[config.mk]
export PLATFORM = sky130hd
export DESIGN_NAME = rgb_led_bit_pulse_encoder_top
export DESIGN_NICKNAME = d
export VERILOG_FILES = /design/src/rlbpe_pkg.sv /design/src/rlbpe_div_lane.sv /design/src/rlbpe_merge.sv /design/src/rgb_led_bit_pulse_encoder_top.sv
export VERILOG_INCLUDE_DIRS = /design/src /design/src/src
export SDC_FILE = /design/constraint.sdc
export NUM_CORES = 1
export LEC_CHECK = 0
export ABC_CLOCK_PERIOD_IN_PS = 5100
export BUFFER_PORTS_ARGS = -buffer_cell sky130_fd_sc_hd__buf_2
export CAP_MARGIN = 0
export CORE_MARGIN = 10
export CORE_UTILIZATION = 25
export CTS_BUF_LIST = sky130_fd_sc_hd__clkbuf_4 sky130_fd_sc_hd__clkbuf_8
export CTS_CLUSTER_SIZE = 12
export DETAILED_ROUTE_END_ITERATION = 10
export GPL_TIMING_DRIVEN = 0
export PLACE_DENSITY_LB_ADDON = 0.25
export RECOVER_POWER = 50
export SYNTH_ARGS = -nofsm -noshare
export SYNTH_HDL_FRONTEND = slang
export SYNTH_HIERARCHICAL = 1
export SYNTH_SLANG_ARGS = --single-unit
[constraint.sdc]
create_clock -name clock -period 5.1 [get_ports clock]
set_clock_uncertainty 0.15 [all_clocks]
set_input_delay 0.765 -clock clock [delete_from_list [all_inputs] [get_ports clock]]
set_output_delay 0.765 -clock clock [all_outputs]
set_load 0.01 [all_outputs]
[src/rgb_led_bit_pulse_encoder_top_assert.svh]
// ----------------------------------------------------------------------------
// RGB LED bit pulse encoder assertion macros
// Concurrent checks that compile away when SYNTHESIS is defined.
// ----------------------------------------------------------------------------
`ifndef RGB_LED_BIT_PULSE_ENCODER_TOP_ASSERT_SVH
`define RGB_LED_BIT_PULSE_ENCODER_TOP_ASSERT_SVH

`ifndef SYNTHESIS
// Consequent must hold in the same cycle as the antecedent.
`define RLBPE_ASSERT_SAME(label, clk, rst, ante, cons) \
   label: assert property (@(posedge clk) disable iff (rst) (ante) |-> (cons)) \
      else $error("rlbpe same-cycle check failed");
// Consequent must hold in the cycle after the antecedent.
`define RLBPE_ASSERT_NEXT(label, clk, rst, ante, cons) \
   label: assert property (@(posedge clk) disable iff (rst) (ante) |=> (cons)) \
      else $error("rlbpe next-cycle check failed");
`else
`define RLBPE_ASSERT_SAME(label, clk, rst, ante, cons)
`define RLBPE_ASSERT_NEXT(label, clk, rst, ante, cons)
`endif

`endif

[src/rlbpe_pkg.sv]
`timescale 1ns / 1ps
// ----------------------------------------------------------------------------
// RGB LED bit pulse encoder package
// Widths, register indexes, reset values and the types shared by the modules.
// ----------------------------------------------------------------------------
package rlbpe_pkg;

   localparam int CHAN_W     = 8;
   localparam int TICK_W     = 16;
   localparam int CSR_IDX_W  = 3;
   localparam int NUM_LANES  = 3;
   localparam int PIXEL_BITS = NUM_LANES * CHAN_W;
   localparam int COUNT_W    = $clog2(PIXEL_BITS + 1);
   localparam int STEP_W     = $clog2(CHAN_W);

   // Register indexes.
   localparam logic [CSR_IDX_W-1:0] CFG_IDX_DIVISOR   = 3'd0;
   localparam logic [CSR_IDX_W-1:0] CFG_IDX_ONE_HIGH  = 3'd1;
   localparam logic [CSR_IDX_W-1:0] CFG_IDX_ONE_LOW   = 3'd2;
   localparam logic [CSR_IDX_W-1:0] CFG_IDX_ZERO_HIGH = 3'd3;
   localparam logic [CSR_IDX_W-1:0] CFG_IDX_ZERO_LOW  = 3'd4;
   localparam logic [CSR_IDX_W-1:0] CFG_IDX_LATCH     = 3'd5;

   // Register reset values.
   localparam logic [CHAN_W-1:0] RST_DIVISOR   = 8'd1;
   localparam logic [TICK_W-1:0] RST_ONE_HIGH  = 16'd56;
   localparam logic [TICK_W-1:0] RST_ONE_LOW   = 16'd48;
   localparam logic [TICK_W-1:0] RST_ZERO_HIGH = 16'd18;
   localparam logic [TICK_W-1:0] RST_ZERO_LOW  = 16'd48;
   localparam logic [TICK_W-1:0] RST_LATCH     = 16'd4000;

   // Operation codes of an input word.
   localparam logic OP_PIXEL = 1'b0;
   localparam logic OP_LATCH = 1'b1;

   typedef struct packed {
      logic [TICK_W-1:0] one_high;
      logic [TICK_W-1:0] one_low;
      logic [TICK_W-1:0] zero_high;
      logic [TICK_W-1:0] zero_low;
      logic [TICK_W-1:0] latch;
   } tick_cfg_type;

   typedef struct packed {
      logic start;
      logic take;
   } lane_ctl_type;

   typedef struct packed {
      logic idle;
      logic done;
   } lane_stat_type;

   typedef struct packed {
      logic               active;
      logic               load_ready;
      logic [COUNT_W-1:0] left;
   } merge_stat_type;

endpackage

[src/rlbpe_div_lane.sv]
`timescale 1ns / 1ps
// ----------------------------------------------------------------------------
// RLBPE divider lane
// Restoring divider for one color channel, one quotient bit per cycle.
// ----------------------------------------------------------------------------
module rlbpe_div_lane
   import rlbpe_pkg::*;
(
   input  logic              clock,
   input  logic              reset,
   input  lane_ctl_type      ctl,
   input  logic [CHAN_W-1:0] dividend,
   input  logic [CHAN_W-1:0] divisor,
   output lane_stat_type     stat,
   output logic [CHAN_W-1:0] quotient
);

   localparam logic [1:0] ST_IDLE = 2'd0;
   localparam logic [1:0] ST_RUN  = 2'd1;
   localparam logic [1:0] ST_DONE = 2'd2;

   logic [1:0]        state_ff, state_in;
   logic [STEP_W-1:0] step_ff, step_in;
   logic [CHAN_W-1:0] rem_ff, rem_in;
   logic [CHAN_W-1:0] quot_ff, quot_in;
   logic [CHAN_W-1:0] div_ff, div_in;

   logic [CHAN_W:0]   trial;
   logic [CHAN_W+1:0] diff;
   logic              fits;

   assign trial = {rem_ff, quot_ff[CHAN_W-1]};
   assign diff  = {1'b0, trial} - {2'b00, div_ff};
   assign fits  = !diff[CHAN_W+1];

   always_comb begin
      state_in = state_ff;
      step_in  = step_ff;
      rem_in   = rem_ff;
      quot_in  = quot_ff;
      div_in   = div_ff;
      if (ctl.start) begin
         state_in = ST_RUN;
         step_in  = '0;
         rem_in   = '0;
         quot_in  = dividend;
         // A zero divisor behaves as one.
         div_in   = (divisor == '0) ? CHAN_W'(1) : divisor;
      end else begin
         unique case (state_ff)
            ST_RUN: begin
               rem_in  = fits ? diff[CHAN_W-1:0] : trial[CHAN_W-1:0];
               quot_in = {quot_ff[CHAN_W-2:0], fits};
               step_in = step_ff + STEP_W'(1);
               if (step_ff == STEP_W'(CHAN_W - 1)) begin
                  state_in = ST_DONE;
               end
            end
            ST_DONE: begin
               if (ctl.take) begin
                  state_in = ST_IDLE;
               end
            end
            default: begin
               state_in = ST_IDLE;
            end
         endcase
      end
   end

   always_ff @(posedge clock) begin
      if (reset) begin
         state_ff <= ST_IDLE;
         step_ff  <= '0;
      end else begin
         state_ff <= state_in;
         step_ff  <= step_in;
      end
   end

   always_ff @(posedge clock) begin
      rem_ff  <= rem_in;
      quot_ff <= quot_in;
      div_ff  <= div_in;
   end

   assign stat.idle = (state_ff == ST_IDLE);
   assign stat.done = (state_ff == ST_DONE);
   assign quotient  = quot_ff;

endmodule

[src/rlbpe_merge.sv]
`timescale 1ns / 1ps
// ----------------------------------------------------------------------------
// RLBPE merge and serializer
// Takes the 24-bit word of lane quotients and sends it out as pulses, or one latch pulse.
// ----------------------------------------------------------------------------
module rlbpe_merge
   import rlbpe_pkg::*;
(
   input  logic                  clock,
   input  logic                  reset,
   input  logic                  load,
   input  logic                  load_op,
   input  logic [PIXEL_BITS-1:0] load_word,
   input  tick_cfg_type          ticks,
   output merge_stat_type        stat,
   output logic                  rsp_valid,
   input  logic                  rsp_ready,
   output logic [TICK_W-1:0]     rsp_high_ticks,
   output logic [TICK_W-1:0]     rsp_low_ticks,
   output logic                  rsp_last
);

   logic                  active_ff, active_in;
   logic                  latch_ff, latch_in;
   logic [COUNT_W-1:0]    left_ff, left_in;
   logic [PIXEL_BITS-1:0] shift_ff, shift_in;
   logic                  rsp_valid_ff, rsp_valid_in;
   logic [TICK_W-1:0]     rsp_high_ff, rsp_high_in;
   logic [TICK_W-1:0]     rsp_low_ff, rsp_low_in;
   logic                  rsp_last_ff, rsp_last_in;

   logic out_free;
   logic emit;
   logic final_pulse;
   logic bit_val;

   assign out_free    = !rsp_valid_ff || rsp_ready;
   assign emit        = active_ff && out_free;
   assign final_pulse = latch_ff || (left_ff == COUNT_W'(1));
   assign bit_val     = shift_ff[PIXEL_BITS-1];

   always_comb begin
      active_in    = active_ff;
      latch_in     = latch_ff;
      left_in      = left_ff;
      shift_in     = shift_ff;
      rsp_valid_in = rsp_valid_ff;
      rsp_high_in  = rsp_high_ff;
      rsp_low_in   = rsp_low_ff;
      rsp_last_in  = rsp_last_ff;
      if (emit) begin
         rsp_valid_in = 1'b1;
         rsp_last_in  = final_pulse;
         if (latch_ff) begin
            rsp_high_in = '0;
            rsp_low_in  = ticks.latch;
         end else begin
            rsp_high_in = bit_val ? ticks.one_high : ticks.zero_high;
            rsp_low_in  = bit_val ? ticks.one_low : ticks.zero_low;
         end
         shift_in = {shift_ff[PIXEL_BITS-2:0], 1'b0};
         left_in  = left_ff - COUNT_W'(1);
         if (final_pulse) begin
            active_in = 1'b0;
         end
      end else if (out_free) begin
         rsp_valid_in = 1'b0;
      end
      // A new word may load in the cycle the previous one sends its last pulse.
      if (load) begin
         active_in = 1'b1;
         latch_in  = load_op;
         shift_in  = load_word;
         left_in   = COUNT_W'(PIXEL_BITS);
      end
   end

   always_ff @(posedge clock) begin
      if (reset) begin
         active_ff    <= 1'b0;
         rsp_valid_ff <= 1'b0;
      end else begin
         active_ff    <= active_in;
         rsp_valid_ff <= rsp_valid_in;
      end
   end

   always_ff @(posedge clock) begin
      latch_ff    <= latch_in;
      left_ff     <= left_in;
      shift_ff    <= shift_in;
      rsp_high_ff <= rsp_high_in;
      rsp_low_ff  <= rsp_low_in;
      rsp_last_ff <= rsp_last_in;
   end

   assign stat.active     = active_ff;
   assign stat.load_ready = !active_ff || (emit && final_pulse);
   assign stat.left       = left_ff;

   assign rsp_valid      = rsp_valid_ff;
   assign rsp_high_ticks = rsp_high_ff;
   assign rsp_low_ticks  = rsp_low_ff;
   assign rsp_last       = rsp_last_ff;

endmodule

[src/rgb_led_bit_pulse_encoder_top.sv]
`timescale 1ns / 1ps
// A pixel word is divided by the brightness divisor in three divider lanes
// (green, red, blue), then sent as 24 pulse words, one per cycle while
// rsp_ready is high, most significant bit of green first; a latch word gives a
// single pulse word. Division of the next pixel overlaps the serialization of
// the current one: the lanes take a new pixel while the current one is still
// being sent. Pulse words leave through a registered output.
// ----------------------------------------------------------------------------
// RGB LED bit pulse encoder top level
// Configuration registers, input stage, divider lanes and pulse serializer.
// ----------------------------------------------------------------------------
`include "rgb_led_bit_pulse_encoder_top_assert.svh"

module rgb_led_bit_pulse_encoder_top
   import rlbpe_pkg::*;
(
   input  logic                 clock,
   input  logic                 reset,
   input  logic                 csr_valid,
   output logic                 csr_ready,
   input  logic [CSR_IDX_W-1:0] csr_index,
   input  logic [TICK_W-1:0]    csr_wdata,
   input  logic                 req_valid,
   output logic                 req_ready,
   input  logic                 req_op,
   input  logic [CHAN_W-1:0]    req_red,
   input  logic [CHAN_W-1:0]    req_green,
   input  logic [CHAN_W-1:0]    req_blue,
   output logic                 rsp_valid,
   input  logic                 rsp_ready,
   output logic [TICK_W-1:0]    rsp_high_ticks,
   output logic [TICK_W-1:0]    rsp_low_ticks,
   output logic                 rsp_last
);

   logic [CHAN_W-1:0] divisor_ff, divisor_in;
   tick_cfg_type      ticks_ff, ticks_in;

   logic front_valid_ff, front_valid_in;
   logic front_op_ff, front_op_in;

   lane_ctl_type      lane_ctl;
   lane_stat_type     lane_stat [NUM_LANES];
   logic [CHAN_W-1:0] lane_in [NUM_LANES];
   logic [CHAN_W-1:0] lane_q [NUM_LANES];
   logic [NUM_LANES-1:0] lane_done;

   merge_stat_type        merge_stat;
   logic [PIXEL_BITS-1:0] merge_word;

   logic req_fire;
   logic front_ready;
   logic front_take;

   // Configuration registers.
   assign csr_ready = 1'b1;

   always_comb begin
      divisor_in = divisor_ff;
      ticks_in   = ticks_ff;
      if (csr_valid) begin
         unique case (csr_index)
            CFG_IDX_DIVISOR:   divisor_in         = csr_wdata[CHAN_W-1:0];
            CFG_IDX_ONE_HIGH:  ticks_in.one_high  = csr_wdata;
            CFG_IDX_ONE_LOW:   ticks_in.one_low   = csr_wdata;
            CFG_IDX_ZERO_HIGH: ticks_in.zero_high = csr_wdata;
            CFG_IDX_ZERO_LOW:  ticks_in.zero_low  = csr_wdata;
            CFG_IDX_LATCH:     ticks_in.latch     = csr_wdata;
            default: begin
            end
         endcase
      end
   end

   always_ff @(posedge clock) begin
      if (reset) begin
         divisor_ff         <= RST_DIVISOR;
         ticks_ff.one_high  <= RST_ONE_HIGH;
         ticks_ff.one_low   <= RST_ONE_LOW;
         ticks_ff.zero_high <= RST_ZERO_HIGH;
         ticks_ff.zero_low  <= RST_ZERO_LOW;
         ticks_ff.latch     <= RST_LATCH;
      end else begin
         divisor_ff <= divisor_in;
         ticks_ff   <= ticks_in;
      end
   end

   // Input stage: one word sits here while its lanes divide.
   assign lane_done   = {lane_stat[2].done, lane_stat[1].done, lane_stat[0].done};
   assign front_ready = front_valid_ff && ((front_op_ff == OP_LATCH) || (&lane_done));
   assign front_take  = front_ready && merge_stat.load_ready;
   assign req_ready   = !front_valid_ff || front_take;
   assign req_fire    = req_valid && req_ready;

   always_comb begin
      front_valid_in = front_valid_ff;
      front_op_in    = front_op_ff;
      if (req_fire) begin
         front_valid_in = 1'b1;
         front_op_in    = req_op;
      end else if (front_take) begin
         front_valid_in = 1'b0;
      end
   end

   always_ff @(posedge clock) begin
      if (reset) begin
         front_valid_ff <= 1'b0;
         front_op_ff    <= OP_PIXEL;
      end else begin
         front_valid_ff <= front_valid_in;
         front_op_ff    <= front_op_in;
      end
   end

   assign lane_ctl.start = req_fire && (req_op == OP_PIXEL);
   assign lane_ctl.take  = front_take;

   // Lane order matches the send order: green, red, blue.
   assign lane_in[0] = req_green;
   assign lane_in[1] = req_red;
   assign lane_in[2] = req_blue;

   for (genvar g = 0; g < NUM_LANES; g++) begin : g_lane
      rlbpe_div_lane u_lane (
         .clock    (clock),
         .reset    (reset),
         .ctl      (lane_ctl),
         .dividend (lane_in[g]),
         .divisor  (divisor_ff),
         .stat     (lane_stat[g]),
         .quotient (lane_q[g])
      );
   end

   assign merge_word = {lane_q[0], lane_q[1], lane_q[2]};

   rlbpe_merge u_merge (
      .clock          (clock),
      .reset          (reset),
      .load           (front_take),
      .load_op        (front_op_ff),
      .load_word      (merge_word),
      .ticks          (ticks_ff),
      .stat           (merge_stat),
      .rsp_valid      (rsp_valid),
      .rsp_ready      (rsp_ready),
      .rsp_high_ticks (rsp_high_ticks),
      .rsp_low_ticks  (rsp_low_ticks),
      .rsp_last       (rsp_last)
   );

   // The three lanes run in lockstep on every pixel word.
   `RLBPE_ASSERT_SAME(a_lanes_lockstep, clock, reset, front_valid_ff && (front_op_ff == OP_PIXEL), (lane_done == '0) || (lane_done == '1))
   // An active serializer always has pulses left to send.
   `RLBPE_ASSERT_SAME(a_left_nonzero, clock, reset, merge_stat.active, merge_stat.left != '0)
   // A word handed to the serializer makes it active in the next cycle.
   `RLBPE_ASSERT_NEXT(a_load_active, clock, reset, front_take, merge_stat.active)
   // Lanes are idle whenever the input stage is empty.
   `RLBPE_ASSERT_SAME(a_lanes_idle, clock, reset, !front_valid_ff, lane_stat[0].idle && lane_stat[1].idle && lane_stat[2].idle)

endmodule
==> flow_summary.toml <==
[route]
avgRoutedWirePerCell_um = 15.6
drtAntennaViolNets = 0
drc = 0
via_count = 8219
wl_um = 29000
vias_per_cell = 4.43
drt_first_pass_iters = 4
first_iter_violations = 451

[grt]
grt_pass1_wl_um = 45900
grt_usage = 0.106
grt_pass1_vias = 8243
antenna_found_initial = 2
grt.overflow.total = 0
grt_max_degree = 30

[place]
portBuffers = 83
place.gp.congestion = 0.816
dpl_worst_slack_ps = 563
dp_hpwl_um = 20900
dp.cells = 1772

[setup_path]
critical_path_buf_inv_count = 4
critical_path.max_stage_delay_ps = 940
path_depth = 10
cp.required_ps = 5140
end_kind = "register"
critical_path_arrival_ps = 4440
critical-path-top-delay-family = "simple AND/OR/NAND/NOR gates"
crit_chain = "inv_1 -> ha_1 -> nor4b_1 -> nor2_1 -> o21ai_0 -> inv_1 -> nor3b_1 -> buf_2 -> buf_2 -> or2_1"
start_kind = "register"
worstSetupPathType = "register to register"
reg2regPathDepth = 10
critPathSlowestCell = "nor3b_1"
cp_max_fo = 24

[clocking]
cts.hold.buffers_added = 0
cts_tree = "done"
cts.sinks = 242
h-tree-depth = 2
numCtsBuffers = 45
clock_path_buffers = 3
cts_setup_buffers = 0
cts_resized = 0
clkTransAtPathRegs_ps = 50
root_buffer = "clkbuf_8"
clk_latency_ps = 600

[floorplan]
start_util = 0.254
core_region_area_um2 = 44400
die-area_um2 = 54100
rows = 77
num_io_pins = 85
die_y_um = 233
die_w_um = 233

[timing]
hold_viol = 0
setup_tns_ps = 0
setup_ws_ps = 693
min_period_ps = 4410
whs_ps = 302
rsz0062_at_grt = "no"
finalCritPeriodShare = 0.864
slew_viol_final = 30
max_slew.worst_pin.slew_ps = 1680
relSlewSlack = -0.123
setup_viol = 0
fmax_mhz = 227

[power]
p_per_area_nw_per_um2 = 403
power_leakage_nw = 5.01
vdd_drop_max_uv = 193

[layout]
syn2layout_area_growth_pct = 19.3
drive_gt1_frac = 0.202
layoutNonFillerInstCount = 1857
final_cell_mix = "nand2_1 (180), dfxtp_1 (136), edfxtp_1 (106)"
layout.nets = 1311
final_common_cell = "nand2_1"
utilization = 0.303

[yosys]
avgSynthCellArea_um2 = 10.3
netlist_area_um2 = 11300
synth_fp_nets = 1177
ys_warn_count = 6
syn_inst = 1093

[worst_hold_path]
hold_path.class = "register to register"
hold_depth = 2

[status]
failed_checks = "max-capacitance violations, max-slew violations"
outcome = "complete, but fails checks"

[run]
max_cap_violations = 1
## path summary, 6_finish.rpt
check                          start                  end  slack, ps
hold reg to reg         ticks_ff[38]         ticks_ff[38]        300
setup reg to reg  u_merge/left_ff[1]  u_merge/shift_ff[7]        690
hold / removal          ticks_ff[38]         ticks_ff[38]        300
setup / recovery  u_merge/left_ff[1]  u_merge/shift_ff[7]        690
## worst reg2reg max path: cells and delay by family, from the launching register on
family | cells | cell delay (ps)
buf+inv | 4 | 830
compound gates | 1 | 350
flops | 1 | 320
simple gates | 4 | 2210
fa+ha+maj | 1 | 140
## metal layers
layer  up-vias  part of all wire  track usage
met5         -           0.00045            0
met4         2             0.020       0.0357
met3        47             0.065       0.0308
met1      3887              0.48        0.142
met2       163              0.44        0.162
li1       4120                 -            -
## state kept, by name, indices dropped and copies added (netlist names), 5 cells and up
signal	cells
u_merge/left_ff	5
g_lane.u_lane/quotient	24
u_merge/shift_ff	24
g_lane.u_lane/rem_ff	24
u_merge/rsp_low_ticks	16
g_lane.u_lane/step_ff	9
g_lane.u_lane/div_ff	24
u_merge/rsp_high_ticks	16
divisor_ff	8
ticks_ff	80
g_lane.u_lane/state_ff	6
## per-stage QoR
stage                     cell area, um2  total power [mW]
after global routing               13500              5.73
after floorplan                    11300              3.09
after detailed placement           12500              3.35
after CTS                          13500              5.52
final                              13500              5.43
after global placement             12500              3.33
## where the power goes
| part | total, mW | switching (mW) | internal, mW |
|---|---|---|---|
| Clock | 2.12 | 0.863 | 1.26 |
| Sequential | 2.26 | 0.0967 | 2.16 |
| Combinational | 1.05 | 0.578 | 0.467 |
## cell type report
class,count,area (um2)
sequential,242,5910
buffer,86,457
tap,592,741
antenna,1,2.50
clock inverter,15,188
timing repair buffer,87,439
inverter,51,191
multi-input combinational,714,4720
fill,4654,30900
clock buffer,69,837
Note: power is estimated with default switching activity, not from simulation.
